## config.mk

```make
export PLATFORM = sky130hd
export DESIGN_NAME = vehicle_signal_light_sequencer_top
export DESIGN_NICKNAME = d
export VERILOG_FILES = /design/src/hw/rtl/vsls_pkg.sv /design/src/hw/rtl/vehicle_signal_light_sequencer_top.sv
export VERILOG_INCLUDE_DIRS = /design/src /design/src/hw/rtl
export SDC_FILE = /design/constraint.sdc
export NUM_CORES = 1
export LEC_CHECK = 0
export ABC_AREA = 1
export BUFFER_PORTS_ARGS = -buffer_cell sky130_fd_sc_hd__buf_2
export CAP_MARGIN = 15
export CELL_PAD_IN_SITES_DETAIL_PLACEMENT = 0
export CELL_PAD_IN_SITES_GLOBAL_PLACEMENT = 1
export CORE_UTILIZATION = 41
export CTS_CLUSTER_SIZE = 24
export DETAILED_ROUTE_END_ITERATION = 10
export PLACE_DENSITY = 0.88
export SLEW_MARGIN = 20
export SYNTH_ARGS = -nofsm -noshare
export SYNTH_HDL_FRONTEND = slang
export SYNTH_SLANG_ARGS = --single-unit
```

## constraint.sdc

```tcl
create_clock -name clk -period 5.4 [get_ports clk]
set_input_delay 0.54 -clock clk [delete_from_list [all_inputs] [get_ports clk]]
set_output_delay 0.54 -clock clk [all_outputs]
set_load 0.01 [all_outputs]
```

## src/hw/rtl/vehicle_signal_light_sequencer_top_assert.svh

```systemverilog
// ----------------------------------------------------------------------------
// Sequencer assertion macros
// Implication and next-cycle implication checks, clocked, with reset disable.
// ----------------------------------------------------------------------------
`ifndef VEHICLE_SIGNAL_LIGHT_SEQUENCER_TOP_ASSERT_SVH
`define VEHICLE_SIGNAL_LIGHT_SEQUENCER_TOP_ASSERT_SVH

// same-cycle implication
`define VSLS_ASSERT_NOW(label, clk, rst, ante, cons) \
  label: assert property (@(posedge clk) disable iff (rst) (ante) |-> (cons)) \
    else $error("sequencer check failed");

// next-cycle implication
`define VSLS_ASSERT_NEXT(label, clk, rst, ante, cons) \
  label: assert property (@(posedge clk) disable iff (rst) (ante) |=> (cons)) \
    else $error("sequencer check failed");

`endif

```

## src/hw/rtl/vsls_pkg.sv

```systemverilog
// ----------------------------------------------------------------------------
// Signal light sequencer package
// Word types, mode codes, colours and the built-in police pattern tables.
// ----------------------------------------------------------------------------
package vsls_pkg;

  localparam int ORDER_DEPTH_DEF   = 32;
  localparam int PATTERN_COUNT_DEF = 4;

  localparam int MODE_W   = 3;
  localparam int SEL_W    = 2;
  localparam int STEP_W   = 5;
  localparam int WAIT_W   = 16;
  localparam int COLOR_W  = 24;
  localparam int ENTRY_W  = 7;
  localparam int ROW_W    = 2;

  localparam int PATTERNS    = 4;
  localparam int ORDER_SLOTS = 20;
  localparam int ROWS        = 4;

  localparam logic [MODE_W-1:0] MODE_NONE   = 3'd0;
  localparam logic [MODE_W-1:0] MODE_LEFT   = 3'd1;
  localparam logic [MODE_W-1:0] MODE_RIGHT  = 3'd2;
  localparam logic [MODE_W-1:0] MODE_HAZARD = 3'd3;
  localparam logic [MODE_W-1:0] MODE_POLICE = 3'd4;

  localparam logic [ENTRY_W-1:0] PAUSE_MARK = 7'd69;

  localparam logic [WAIT_W-1:0] BLINK_RESET = 16'd500;

  localparam logic [COLOR_W-1:0] OFF   = 24'h000000;
  localparam logic [COLOR_W-1:0] AMBER = 24'hFFA500;
  localparam logic [COLOR_W-1:0] RED   = 24'hFF0000;
  localparam logic [COLOR_W-1:0] BLUE  = 24'h0000FF;
  localparam logic [COLOR_W-1:0] PINK  = 24'hFF1493;

  typedef struct packed {
    logic [MODE_W-1:0] signal_mode;
    logic [SEL_W-1:0]  pattern_select;
    logic              brake_on;
  } in_word_t;

  typedef struct packed {
    logic [COLOR_W-1:0] left_outer_color;
    logic [COLOR_W-1:0] left_inner_color;
    logic [COLOR_W-1:0] right_inner_color;
    logic [COLOR_W-1:0] right_outer_color;
    logic [COLOR_W-1:0] brake_color;
  } out_word_t;

  typedef struct packed {
    logic [COLOR_W-1:0] left_outer;
    logic [COLOR_W-1:0] left_inner;
    logic [COLOR_W-1:0] right_inner;
    logic [COLOR_W-1:0] right_outer;
  } grp_t;

  localparam logic [STEP_W-1:0] PAT_LENGTH [PATTERNS] = '{5'd10, 5'd20, 5'd2, 5'd20};
  localparam logic [WAIT_W-1:0] PAT_SHORT  [PATTERNS] = '{16'd60, 16'd40, 16'd300, 16'd40};
  localparam logic [WAIT_W-1:0] PAT_LONG   [PATTERNS] = '{16'd300, 16'd100, 16'd60, 16'd100};

  localparam logic [ENTRY_W-1:0] ORDER_TABLE [PATTERNS][ORDER_SLOTS] = '{
    '{7'd0, 7'd2, 7'd0, 7'd2, 7'd69, 7'd1, 7'd2, 7'd1, 7'd2, 7'd69,
      7'd0, 7'd0, 7'd0, 7'd0, 7'd0, 7'd0, 7'd0, 7'd0, 7'd0, 7'd0},
    '{7'd0, 7'd2, 7'd0, 7'd2, 7'd0, 7'd2, 7'd0, 7'd2, 7'd0, 7'd2,
      7'd1, 7'd2, 7'd1, 7'd2, 7'd1, 7'd2, 7'd1, 7'd2, 7'd1, 7'd2},
    '{7'd0, 7'd1, 7'd0, 7'd0, 7'd0, 7'd0, 7'd0, 7'd0, 7'd0, 7'd0,
      7'd0, 7'd0, 7'd0, 7'd0, 7'd0, 7'd0, 7'd0, 7'd0, 7'd0, 7'd0},
    '{7'd0, 7'd2, 7'd0, 7'd2, 7'd0, 7'd2, 7'd0, 7'd2, 7'd0, 7'd2,
      7'd1, 7'd2, 7'd1, 7'd2, 7'd1, 7'd2, 7'd1, 7'd2, 7'd1, 7'd2}
  };

  localparam grp_t ROW_TABLE [PATTERNS][ROWS] = '{
    '{'{RED, OFF, BLUE, OFF}, '{OFF, RED, OFF, BLUE}, '{OFF, OFF, OFF, OFF},
      '{OFF, OFF, OFF, OFF}},
    '{'{RED, RED, OFF, OFF}, '{OFF, OFF, BLUE, BLUE}, '{OFF, OFF, OFF, OFF},
      '{OFF, OFF, OFF, OFF}},
    '{'{RED, RED, OFF, OFF}, '{OFF, OFF, BLUE, BLUE}, '{OFF, OFF, OFF, OFF},
      '{OFF, OFF, OFF, OFF}},
    '{'{PINK, PINK, OFF, OFF}, '{OFF, OFF, PINK, PINK}, '{OFF, OFF, OFF, OFF},
      '{OFF, OFF, OFF, OFF}}
  };

  // entry of a pattern, with steps past the end reading the first entry
  function automatic logic [ENTRY_W-1:0] pat_entry(input logic [SEL_W-1:0] sel,
                                                   input logic [STEP_W-1:0] idx,
                                                   input logic [STEP_W-1:0] len);
    logic [STEP_W-1:0] i;
    i = (idx >= len) ? '0 : idx;
    return ORDER_TABLE[sel][i];
  endfunction

endpackage

```

## src/hw/rtl/vehicle_signal_light_sequencer_top.sv

```systemverilog
// The colour word of an accepted tick word is registered in the cycle after it is taken.
// One tick word per cycle unless stalled; the output frees in the cycle it is taken.
// Reset: synchronous; interval 500 ms, counter saturated, all groups off, no word held.
// ----------------------------------------------------------------------------
// Vehicle signal light sequencer
// Turn, hazard and police flash sequencing of four signal groups plus brake.
// ----------------------------------------------------------------------------
module vehicle_signal_light_sequencer_top #(
  parameter int ORDER_DEPTH   = vsls_pkg::ORDER_DEPTH_DEF,
  parameter int PATTERN_COUNT = vsls_pkg::PATTERN_COUNT_DEF
) (
  input  logic                          clk,
  input  logic                          rst,
  input  logic                          in_valid,
  output logic                          in_stall,
  input  vsls_pkg::in_word_t            in_data,
  output logic                          out_valid,
  input  logic                          out_stall,
  output vsls_pkg::out_word_t           out_data,
  input  logic                          cfg_wr_en,
  input  logic [vsls_pkg::WAIT_W-1:0]   cfg_wr_data
);

`include "vehicle_signal_light_sequencer_top_assert.svh"

  logic [vsls_pkg::WAIT_W-1:0] blink_interval_ms;
  logic [vsls_pkg::MODE_W-1:0] previous_mode, previous_mode_next;
  logic [vsls_pkg::WAIT_W-1:0] ms_since_flash, ms_since_flash_next;
  logic                        lit_phase, lit_phase_next;
  logic [vsls_pkg::STEP_W-1:0] step_index, step_index_next;
  logic [vsls_pkg::WAIT_W-1:0] current_wait, current_wait_next;
  vsls_pkg::grp_t              groups, groups_next;

  logic                        in_fire;
  logic [vsls_pkg::MODE_W-1:0] mode;
  logic [vsls_pkg::SEL_W-1:0]  sel;
  logic [vsls_pkg::STEP_W-1:0] len;
  logic                        mode_active;

  assign in_stall = out_valid & out_stall;
  assign in_fire  = in_valid & ~in_stall;

  assign groups = '{out_data.left_outer_color, out_data.left_inner_color,
                    out_data.right_inner_color, out_data.right_outer_color};

  always_comb begin
    mode = (in_data.signal_mode > vsls_pkg::MODE_POLICE) ? vsls_pkg::MODE_NONE
                                                          : in_data.signal_mode;
    sel = (int'(in_data.pattern_select) >= PATTERN_COUNT) ?
          vsls_pkg::SEL_W'(PATTERN_COUNT - 1) : in_data.pattern_select;
    len = (int'(vsls_pkg::PAT_LENGTH[sel]) > ORDER_DEPTH) ?
          vsls_pkg::STEP_W'(ORDER_DEPTH) : vsls_pkg::PAT_LENGTH[sel];
    mode_active = (mode != vsls_pkg::MODE_NONE);
  end

  always_comb begin
    logic                        changed;
    logic [vsls_pkg::WAIT_W-1:0] wait_now;
    logic [vsls_pkg::STEP_W-1:0] s0, s1;
    logic [vsls_pkg::ENTRY_W-1:0] e1;
    logic [vsls_pkg::COLOR_W-1:0] side;
    changed             = (mode != previous_mode);
    groups_next         = groups;
    lit_phase_next      = lit_phase;
    step_index_next     = step_index;
    current_wait_next   = current_wait;
    previous_mode_next  = mode;
    ms_since_flash_next = (ms_since_flash != '1) ? ms_since_flash + 1'b1 : ms_since_flash;
    wait_now            = '0;
    s0                  = step_index;
    s1                  = '0;
    e1                  = '0;
    side                = lit_phase ? vsls_pkg::OFF : vsls_pkg::AMBER;
    if (mode_active) begin
      if (changed) begin
        groups_next    = '0;
        lit_phase_next = 1'b0;
        side           = vsls_pkg::AMBER;
        if (mode == vsls_pkg::MODE_POLICE) s0 = '0;
        else current_wait_next = blink_interval_ms;
      end
      if (mode == vsls_pkg::MODE_POLICE) begin
        current_wait_next =
          (vsls_pkg::pat_entry(sel, s0, len) == vsls_pkg::PAUSE_MARK) ?
          vsls_pkg::PAT_LONG[sel] : vsls_pkg::PAT_SHORT[sel];
      end
      wait_now        = current_wait_next;
      step_index_next = s0;
      if (ms_since_flash_next >= wait_now) begin
        if (mode == vsls_pkg::MODE_LEFT || mode == vsls_pkg::MODE_HAZARD) begin
          groups_next.left_outer = side;
          groups_next.left_inner = side;
        end
        if (mode == vsls_pkg::MODE_RIGHT || mode == vsls_pkg::MODE_HAZARD) begin
          groups_next.right_inner = side;
          groups_next.right_outer = side;
        end
        if (mode == vsls_pkg::MODE_POLICE) begin
          s1 = (s0 >= len) ? '0 : s0;
          if (vsls_pkg::ORDER_TABLE[sel][s1] == vsls_pkg::PAUSE_MARK) begin
            s1 = s1 + 1'b1;
            if (s1 >= len) s1 = '0;
          end
          e1              = vsls_pkg::ORDER_TABLE[sel][s1];
          groups_next     = vsls_pkg::ROW_TABLE[sel][e1[vsls_pkg::ROW_W-1:0]];
          step_index_next = s1 + 1'b1;
        end
        lit_phase_next      = ~lit_phase_next;
        ms_since_flash_next = '0;
      end
    end else if (previous_mode != vsls_pkg::MODE_NONE) begin
      groups_next = '0;
    end
  end

  always_ff @(posedge clk) begin
    if (rst) begin
      blink_interval_ms <= vsls_pkg::BLINK_RESET;
    end else if (cfg_wr_en) begin
      blink_interval_ms <= cfg_wr_data;
    end
  end

  always_ff @(posedge clk) begin
    if (rst) begin
      previous_mode  <= vsls_pkg::MODE_NONE;
      ms_since_flash <= '1;
      lit_phase      <= 1'b0;
      step_index     <= '0;
      current_wait   <= '0;
      out_data       <= '0;
      out_valid      <= 1'b0;
    end else begin
      if (in_fire) begin
        previous_mode  <= previous_mode_next;
        ms_since_flash <= ms_since_flash_next;
        lit_phase      <= lit_phase_next;
        step_index     <= step_index_next;
        current_wait   <= current_wait_next;
        out_data       <= '{groups_next.left_outer, groups_next.left_inner,
                            groups_next.right_inner, groups_next.right_outer,
                            in_data.brake_on ? vsls_pkg::RED : vsls_pkg::OFF};
        out_valid      <= 1'b1;
      end else if (!out_stall) begin
        out_valid <= 1'b0;
      end
    end
  end

  `VSLS_ASSERT_NEXT(a_fire_gives_word, clk, rst, in_fire, out_valid)
  `VSLS_ASSERT_NEXT(a_brake_follows, clk, rst, in_fire,
    out_data.brake_color == ($past(in_data.brake_on) ? vsls_pkg::RED : vsls_pkg::OFF))
  `VSLS_ASSERT_NEXT(a_idle_mode_holds_phase, clk, rst, in_fire && !mode_active,
    $stable(lit_phase) && previous_mode == vsls_pkg::MODE_NONE)
  `VSLS_ASSERT_NOW(a_step_in_range, clk, rst, 1'b1,
    int'(step_index) <= vsls_pkg::ORDER_SLOTS)

endmodule
```

After elaboration in Yosys (flattened, before gate mapping)
Cells that the tools add are included.

storage, ports and cells
  register bits after elaboration = 178
  output and inout port bits = 122

cells by class
  add/sub/neg operators = 3
  $lt $le $gt $ge = 8
  equality and inequality tests = 8
  muxes and demuxes = 58
  bitwise logic cells = 8
  reduce and logical (&&, ||, !) cells = 7

operator list
  cell                                                       number
  binary-select mux 384 bit (select 2 bit)                   1
  2-to-1 mux 384 bit                                         2
  2-to-1 mux 96 bit                                          7
  binary-select mux 140 bit (select 2 bit)                   1
  2-to-1 mux 140 bit                                         2
  binary-select mux 96 bit (select 2 bit)                    1
  2-to-1 mux 16 bit                                          11
  2-to-1 mux 48 bit                                          2
  2-to-1 mux 24 bit                                          3
  binary-select mux 7 bit (select 5 bit)                     2
  2-to-1 mux 5 bit                                           13
  binary-select mux 16 bit (select 2 bit)                    2
  adder 16 x 1 -> 16 bit (second input constant)             1
  greater-or-equal comparator 16 bit                         1
  inequality test 16 bit (second input constant)             1
  2-to-1 mux 7 bit                                           2
  greater-or-equal comparator 6 bit (second input constant)  2
  inverter 5 -> 6 bit                                        2
  adder 5 x 1 -> 5 bit (second input constant)               2
  binary-select mux 5 bit (select 2 bit)                     1
  greater-or-equal comparator 5 bit                          2
  == test 7 bit (second input constant)                      1
  == test 3 x 2 -> 1 bit (second input constant)             2
  greater-or-equal comparator 3 bit (second input constant)  2
  15 further kinds                                           26

Depth between registers and ports, before layout
Gate-level depths: netlist (run 1).

  depth in word-level cells = 30
  gate-level depth with buffers = 43

Least setup slack after synthesis (run 1)
Ideal clock, no wire load.

  kind = input -> register
  from = input port in_data[3] (netlist bit)
  to = register out_data[34] (netlist bit)
  arrival = 4873 ps
  data required time = 5331 ps
  path slack = 458 ps
  cell stages on the path = 37
  buffers on the path = 1
  path through = nor2_1 -> nand2_1 -> nand2_1 -> nand2_2 -> nand2_4 -> nand2_4 -> nand2_1 -> inv_2 -> ha_1 -> a21oi_1 -> nor2_1 -> nor3_4 -> nand3_2 -> inv_1 -> ha_1 -> nand3_1 -> nor2_1 -> xor2_1 -> ha_1 -> nand2_1 -> nor2_1 -> a211oi_1 -> nand2_1 -> inv_1 -> nand3_1 -> nand3_2 -> nand2_4 -> nor2_1 -> nand2_1 -> nand3_1 -> nand3_2 -> nand2_4 -> nand2_1 -> nor2_2 -> buf_6 -> o211ai_2 -> a21oi_2

between the ends
  cells in the longest elaborated chain, start to end = 28
  elaborated cells between the ends (all ways) = 46
  those cells by class = 1 x add/sub; 4 x order compare; 5 x eq/ne; 29 x mux; 3 x bitwise; 4 x reduce/logical

ends and longest elaborated chain
  what                                                                        RTL line                                   RTL
  start: declaration                                                          vehicle_signal_light_sequencer_top.sv:16   input vsls_pkg::in_word_t in_data,
  > comparator 3 bit                                                          vehicle_signal_light_sequencer_top.sv:47   mode = (in_data.signal_mode > vsls_pkg::MODE_POLICE) ? vsls_pkg::MODE_NONE
  2-to-1 mux 3 bit (*)                                                        vehicle_signal_light_sequencer_top.sv:47
  branches (longest 26 deep; another with greater-or-equal comparator 5 bit)  --
  end signal: assignment                                                      vehicle_signal_light_sequencer_top.sv:140  out_data <= '{groups_next.left_outer, groups_next.left_inner,
  end: declaration                                                            vehicle_signal_light_sequencer_top.sv:19   output vsls_pkg::out_word_t out_data,

Mark *: on every way between the ends. The select of a mux whose other input is x is not followed.
A chain may end at the register's enable or synchronous reset.

Worst setup path after layout (run 1)
  from = input port in_data[3] (netlist bit)
  to = register out_data[66] (netlist bit)

Same word-level chain as after synthesis.

==> results of run 1 <==
[final cells by class]
cell class	count	share of cell area (%)
Clock buffer	18	3.82
Clock inverter	14	0.992
Inverter	137	4.58
Multi-Input combinational cell	1066	49.6
Sequential cell	155	27.7
Tap cell	313	3.49
Timing Repair Buffer	181	9.87
[critical path, delay by kind of cell]
| family | cells | cell delay [ns] |
|---|---|---|
| adder cells (fa/ha/maj) | 3 | 0.77 |
| AO/OA/AOI/OAI | 4 | 0.55 |
| AND/OR/NAND/NOR | 25 | 2.86 |
| buffers and inverters | 5 | 0.58 |
| XOR/XNOR | 1 | 0.16 |
[logic make-up after synthesis]
logic type	after synthesis	synth area share (%)
AND/OR/NAND/NOR	669	30.2
AO/OA/AOI/OAI	337	21.1
buffers and inverters	250	11.0
flip-flops	155	32.4
adder cells (fa/ha/maj)	31	4.05
XOR/XNOR	13	1.19
other	1	0.0391
[layout by cell type (no fill, tap or decap), types with 5 or more instances in the layout]
cell type                     n
sky130_fd_sc_hd__inv_1      128
sky130_fd_sc_hd__nand3_2      7
sky130_fd_sc_hd__a21oi_1    111
sky130_fd_sc_hd__nand2_1    375
sky130_fd_sc_hd__nand2_4      8
sky130_fd_sc_hd__dfxtp_1    153
sky130_fd_sc_hd__nor3_1       6
sky130_fd_sc_hd__buf_2      131
sky130_fd_sc_hd__o211ai_1    27
sky130_fd_sc_hd__inv_2        6
sky130_fd_sc_hd__nand3_1    117
sky130_fd_sc_hd__buf_4       44
sky130_fd_sc_hd__ha_1        31
sky130_fd_sc_hd__clkbuf_16   19
sky130_fd_sc_hd__o21bai_1     6
sky130_fd_sc_hd__clkinv_2     5
sky130_fd_sc_hd__conb_1      16
sky130_fd_sc_hd__nor2_1     119
sky130_fd_sc_hd__xor2_1      11
sky130_fd_sc_hd__nand4_1      6
sky130_fd_sc_hd__a21oi_2     22
sky130_fd_sc_hd__nand2_2     16
sky130_fd_sc_hd__o211ai_2    19
sky130_fd_sc_hd__o21ai_0    135
[final timing paths]
check	to	cells past startpoint	slack (ns)	from
setup / recovery	out_data[66]	38	0.32	in_data[3]
hold / removal	blink_interval_ms[12]	3	0.32	cfg_wr_data[12]
setup reg to reg	out_data[66]	37	0.33	previous_mode[1]
hold reg to reg	out_data[102]	2	0.44	out_data[102]
[flip-flops by register name, indices dropped and copies added (netlist names)]
register,count
out_data,97
blink_interval_ms,16
current_wait,16
ms_since_flash,16
step_index,5
previous_mode,3
lit_phase,1
out_valid,1
[stage by stage]
stage / worst slack [ns] / TNS (ns) / std cells / total power (µW) / hold slack [ns]
2_1_floorplan: 0.458 / 0 / 1471 / 2090 / 0.429
3_3_place_gp: 0.0379 / 0 / 1845 / 2390 / 0.428
3_5_place_dp: -0.0895 / -1.06 / 1845 / 2400 / 0.433
4_1_cts: 0.290 / 0 / 1877 / 3540 / 0.305
5_1_grt: 0.000838 / 0 / 1884 / 3740 / 0.336
6_report: 0.320 / 0 / 1884 / 3530 / 0.322
[power breakdown]
part	switching [µW]	internal (µW)	total, µW
Clock	532	599	1130
Sequential	66.4	1230	1300
Combinational	720	382	1100
Total	1320	2210	3530
[cells in the mapped netlist (3+ instances only)]
cell	n	share of area, %
sky130_fd_sc_hd__nand2_4	6	0.70
sky130_fd_sc_hd__nand2_2	15	0.98
sky130_fd_sc_hd__inv_1	129	5.1
sky130_fd_sc_hd__nor2_2	3	0.20
sky130_fd_sc_hd__buf_4	23	1.8
sky130_fd_sc_hd__a21oi_1	114	6.0
sky130_fd_sc_hd__nand2_1	378	15
sky130_fd_sc_hd__dfxtp_1	155	32
sky130_fd_sc_hd__nand3_2	8	0.84
sky130_fd_sc_hd__buf_6	3	0.35
sky130_fd_sc_hd__o21ai_0	135	7.0
sky130_fd_sc_hd__clkbuf_1	74	2.9
sky130_fd_sc_hd__inv_2	6	0.23
sky130_fd_sc_hd__nor3_1	6	0.31
sky130_fd_sc_hd__a21oi_2	19	1.7
sky130_fd_sc_hd__o211ai_1	27	2.1
sky130_fd_sc_hd__nor2_1	121	4.7
sky130_fd_sc_hd__o21ai_1	4	0.21
sky130_fd_sc_hd__o211ai_2	19	2.5
sky130_fd_sc_hd__a31oi_1	4	0.26
sky130_fd_sc_hd__o21bai_1	6	0.47
sky130_fd_sc_hd__ha_1	31	4.0
sky130_fd_sc_hd__xor2_1	11	1.0
sky130_fd_sc_hd__buf_1	8	0.31
sky130_fd_sc_hd__buf_2	5	0.26
sky130_fd_sc_hd__nand3_1	118	6.2
sky130_fd_sc_hd__nand4_1	6	0.39
[layer usage]
metal	global-route usage [%]	wire length, µm	vias up
met5	0	0	-
met4	6.60	374	0
met3	4.54	1630	27
met2	37.3	12700	302
met1	30.0	12700	4453
li1	-	-	4934
[what timing repair did]
item                       CTS  global route
buffers inserted             0             4
setup endpoints to repair    0            56
resized for setup            0            15
==> results.md, run 1 <==
| Parameter | This run |
| --- | --- |
| Critical path data required time | 5.77 ns |
| Fraction of layout instances using a drive strength above 1 | 19.7% |
| Count of unresolved DRC violations after routing | 0 |
| Critical path fanouts, max | 6 |
| Footprint of the multi-input gates | 0.00557 mm² |
| Unrepaired setup endpoints after global routing | false |
| Highest achievable clock rate | 197 MHz |
| Static Leak | 0.00524 µW |
| Number of buffers inserted by hold repair at cts | 0 |
| Mapped Cells | 1456 |
| Library cell contributing the largest single delay on the critical path | sky130_fd_sc_hd__ha_1 |
| Actual transition at the worst max-transition pin | 0.897 ns |
| Most frequently used flop master after synthesis | sky130_fd_sc_hd__dfxtp_1 |
| Clock period minus final worst setup slack | 5.08 ns |
| Count of pins on the block boundary | 149 |
| Power per standard cell area | 314 mW/mm² |
| Placed Instance Area | 0.0105 mm² |
| Worst setup path class | primary input to flip-flop |
| Area added between synthesis and finish | 17.1% |
| Clock-pin transition on the worst setup and hold timing paths | 0.07 ns |
| Hold crit path type | primary input to flip-flop |
| Routability cong. | 0.933 |
| Maximum cell stage delay along the critical path | 0.34 ns |
| Worst-case vdd ir drop | 0.257 mV |
| Root buf cell | sky130_fd_sc_hd__clkbuf_16 |
| Vias in the first global route | 8761 |
| Drt total wl | 27400 µm |
| Placement row count | 55 |
| Post-synth cell types | 42 |
| Initial Util | 42.1% |
| Mean cell area of the mapped netlist | 6.58 µm² |
| Fraction of the yosys area taken by sequential cells | 32.4% |
| Final layout net count | 1616 |
| Clock sink count | 155 |
| Number of flip-flops and latches in the synthesized netlist | 155 |
| Total count of hold-check failures in the final report | 0 |
| Antenna violations before repair | 0 |
| Run status | completed |
| Footprint of the flip-flops and latches | 0.00311 mm² |
| Final setup skew | 0.0172 ns |
| Number of buffers created by CTS | 17 |
| Ys async rst share | 0% |
| H-tree levels | 4 |
| Buffers added on ports | 132 |
| Wire length of the first global-routing pass | 44400 µm |
| Yosys synthesis warning count | 0 |
| Final instance area | 0.0112 mm² |
| Die footprint | 0.0240 mm² |
| Netlist area before placement | 0.00958 mm² |
| DP Wirelength | 17800 µm |
| WL/cell | 14.5 µm |
| Max-slew headroom | 40.2% |
| Post-synth EDFFs | 0 |
| Slew Limit Fails | 0 |
| Detailed-route vias per instance | 5.16 |
| Detailed-router iteration count before antenna repair | 7 |
| GRT Util Overall | 22.7% |
| Max-cap check violation count | 0 |
| Total of fill cells in the finished design | 2304 |
| Maximum number of pins on one net before global-route repair | 79 |
| Vias post-DR | 9716 |
| Insertion delay to the later sink of the worst-skew pair | 0.44 ns |
| Final setup violating endpoints | 0 |
| Startpoint type of the worst setup path | primary input |
| Core ar. | 0.0228 mm² |
| Die width | 155 µm |
| DRT iter0 DRCs | 649 |
| Inserted Diodes | 0 |
| Util after Layout | 49.3% |
| Cell repeated most along the worst path | sky130_fd_sc_hd__nand2_1 |
| Total grt overflow | 0 |
| Remaining number of nets flagged by the antenna check after routing | 0 |
| Final cycle utilization of the critical path | 94.1% |
| Maximum buffer depth of the clock tree | 2 |
| CP Data Arrival Time | 5.45 ns |
| Clock tree from TritonCTS | yes |
| Setup crit end kind | flip-flop |
| Die height | 155 µm |
No activity file was read; power rests on OpenSTA's default activity.
==> run 2: changes to the inputs <==
- CELL_PAD_IN_SITES_DETAIL_PLACEMENT: 0 -> 1
- PLACE_DENSITY: 0.88 -> unset
- PLACE_DENSITY_LB_ADDON: unset -> 0.08
- SKIP_CTS_REPAIR_TIMING: unset -> 1
==> run 2 against run 1 <==
Net effect:
- count of clock-buffer cells in the layout down 1
- worst hold slack improved by 0.0089 ns
- clock power is 5% higher
- die area unchanged
- first-iteration DRC count fell by 18%
- via count increased by 3.0%
- clock skew is 0.0035 ns higher
- critical endpoint unchanged
- final area up 0.49%
- critical path depth is 1 lower
- total power rose by 3.0%
- setup slack gained 0.058 ns
- wire length up 13%
==> results.md, run 2 (synthesized netlist as in run 1, its figures left out) <==
| Parameter | This run |
| --- | --- |
| Die footprint | 0.0240 mm² |
| Final setup violating endpoints | 0 |
| Critical path fanouts, max | 20 |
| GRT Util Overall | 26.2% |
| Antenna violations before repair | 0 |
| Cell family contributing the most delay on the critical path | simple AND/OR/NAND/NOR gates |
| Insertion delay to the later sink of the worst-skew pair | 0.44 ns |
| Maximum cell stage delay along the critical path | 0.35 ns |
| Hold crit path type | primary input to flip-flop |
| Number of buffers created by CTS | 17 |
| Unrepaired setup endpoints after global routing | false |
| Clock tree from TritonCTS | yes |
| CP Data Arrival Time | 5.37 ns |
| Die width | 155 µm |
| Total of fill cells in the finished design | 3048 |
| Cell repeated most along the worst path | sky130_fd_sc_hd__nand2_1 |
| Vias post-DR | 10003 |
| Final cycle utilization of the critical path | 93.0% |
| Total grt overflow | 0 |
| Count of pins on the block boundary | 149 |
| Vias in the first global route | 9874 |
| Buffers added on ports | 132 |
| Routability cong. | 0.879 |
| Actual transition at the worst max-transition pin | 0.972 ns |
| Inserted Diodes | 0 |
| M2 GR Usage | 46.4% |
| Static Leak | 0.00522 µW |
| Initial Util | 42.1% |
| Summed negative setup slack over all endpoints | 0 ns |
| Final layout net count | 1618 |
| Total count of hold-check failures in the final report | 0 |
| Clock-pin transition on the worst setup and hold timing paths | 0.08 ns |
| Highest achievable clock rate | 199 MHz |
| Number of flip-flops under the largest register name | 97 |
| Run status | completed |
| Remaining number of nets flagged by the antenna check after routing | 0 |
| Startpoint type of the worst setup path | flip-flop |
| DP Wirelength | 20800 µm |
| Max-slew headroom | 35.2% |
| Root buf cell | sky130_fd_sc_hd__clkbuf_16 |
| Biggest register | out_data |
| Final setup skew | 0.0207 ns |
| Library cell contributing the largest single delay on the critical path | sky130_fd_sc_hd__dfxtp_2 |
| Power, Total | 3630 µW |
| WL/cell | 16.4 µm |
| Detailed-router iteration count before antenna repair | 4 |
| Setup crit end kind | flip-flop |
| Area added between synthesis and finish | 17.7% |
| Core ar. | 0.0228 mm² |
| Worst setup path class | flip-flop to flip-flop |
| Count of unresolved DRC violations after routing | 0 |
| Power per standard cell area | 322 mW/mm² |
| H-tree levels | 4 |
| Worst-case vdd ir drop | 0.176 mV |
| Maximum number of pins on one net before global-route repair | 79 |
| Max-cap check violation count | 0 |
| Maximum buffer depth of the clock tree | 2 |
| GR Util met1 | 33.1% |
| Wire length of the first global-routing pass | 50900 µm |
| Detailed-route vias per instance | 5.31 |
| Drt total wl | 30900 µm |
| Die height | 155 µm |
| Critical path data required time | 5.75 ns |
| Clock period minus final worst setup slack | 5.02 ns |
| DRT iter0 DRCs | 531 |
| Most used routing layer | met2 |
| Clock sink count | 155 |
| Buffers plus inverters on the worst setup path | 5 |
| Placement row count | 55 |
| Most common cell after layout, fill and taps aside | sky130_fd_sc_hd__nand2_1 |
| Slew Limit Fails | 0 |
| Most frequent cells in the layout | sky130_fd_sc_hd__nand2_1, sky130_fd_sc_hd__dfxtp_1, sky130_fd_sc_hd__o21ai_0 |
| Fraction of layout instances using a drive strength above 1 | 20.4% |
| Met3 Resource Use GR | 3.59% |
run 2: final timing paths:
check	slack [ns]	start	cells after the start	end
worst max-delay path	0.38	previous_mode[1]	37	out_data[66]
worst min-delay path	0.33	cfg_wr_data[15]	3	blink_interval_ms[15]
worst max register to register	0.38	previous_mode[1]	37	out_data[66]
worst min register to register	0.44	out_data[33]	2	out_data[33]
run 2: where the power goes:
group          internal, µW  leakage (µW)  total [µW]  switching [µW]
combinational           390       0.00369        1140             754
clock                   643      0.000267        1190             549
sequential             1230       0.00127        1300            67.5
total                  2260       0.00522        3630            1370
run 2: final cells by class:
class / count / area [µm²] / share of cell area, %
multi-input cells: 1066 / 5590 / 49.6
flip-flops and latches: 155 / 3110 / 27.5
repair buffers: 183 / 1110 / 9.83
inverters: 137 / 514 / 4.56
clock buffers: 17 / 425 / 3.77
well taps: 313 / 392 / 3.47
clock inverters: 14 / 141 / 1.25
run 2: routing by layer:
| layer | part of all wire, % | wire length [µm] | up-vias |
|---|---|---|---|
| li1 | - | - | 4935 |
| met4 | 1.4 | 429 | 0 |
| met1 | 47 | 14400 | 4846 |
| met5 | 0 | 0 | - |
| met2 | 48 | 15000 | 195 |
| met3 | 3.6 | 1110 | 27 |
run 2: worst min-delay path, delay by kind of cell:
kind	cells	cell delay (ns)
simple gates	2	0.11
buf+inv	1	0.07
run 2: per-stage QoR:
stage                     cells  setup WS, ns  util (%)  hold slack [ns]  area, µm²
after global routing       1885        0.0135      49.5            0.326      11300
after detailed placement   1847        -0.204      46.4            0.435      10600
final                      1885         0.379      49.5            0.331      11300
after CTS                  1878         0.168      48.9            0.322      11100
after floorplan            1471         0.458         -            0.429       9640
after global placement     1847        0.0927      46.4            0.427      10600
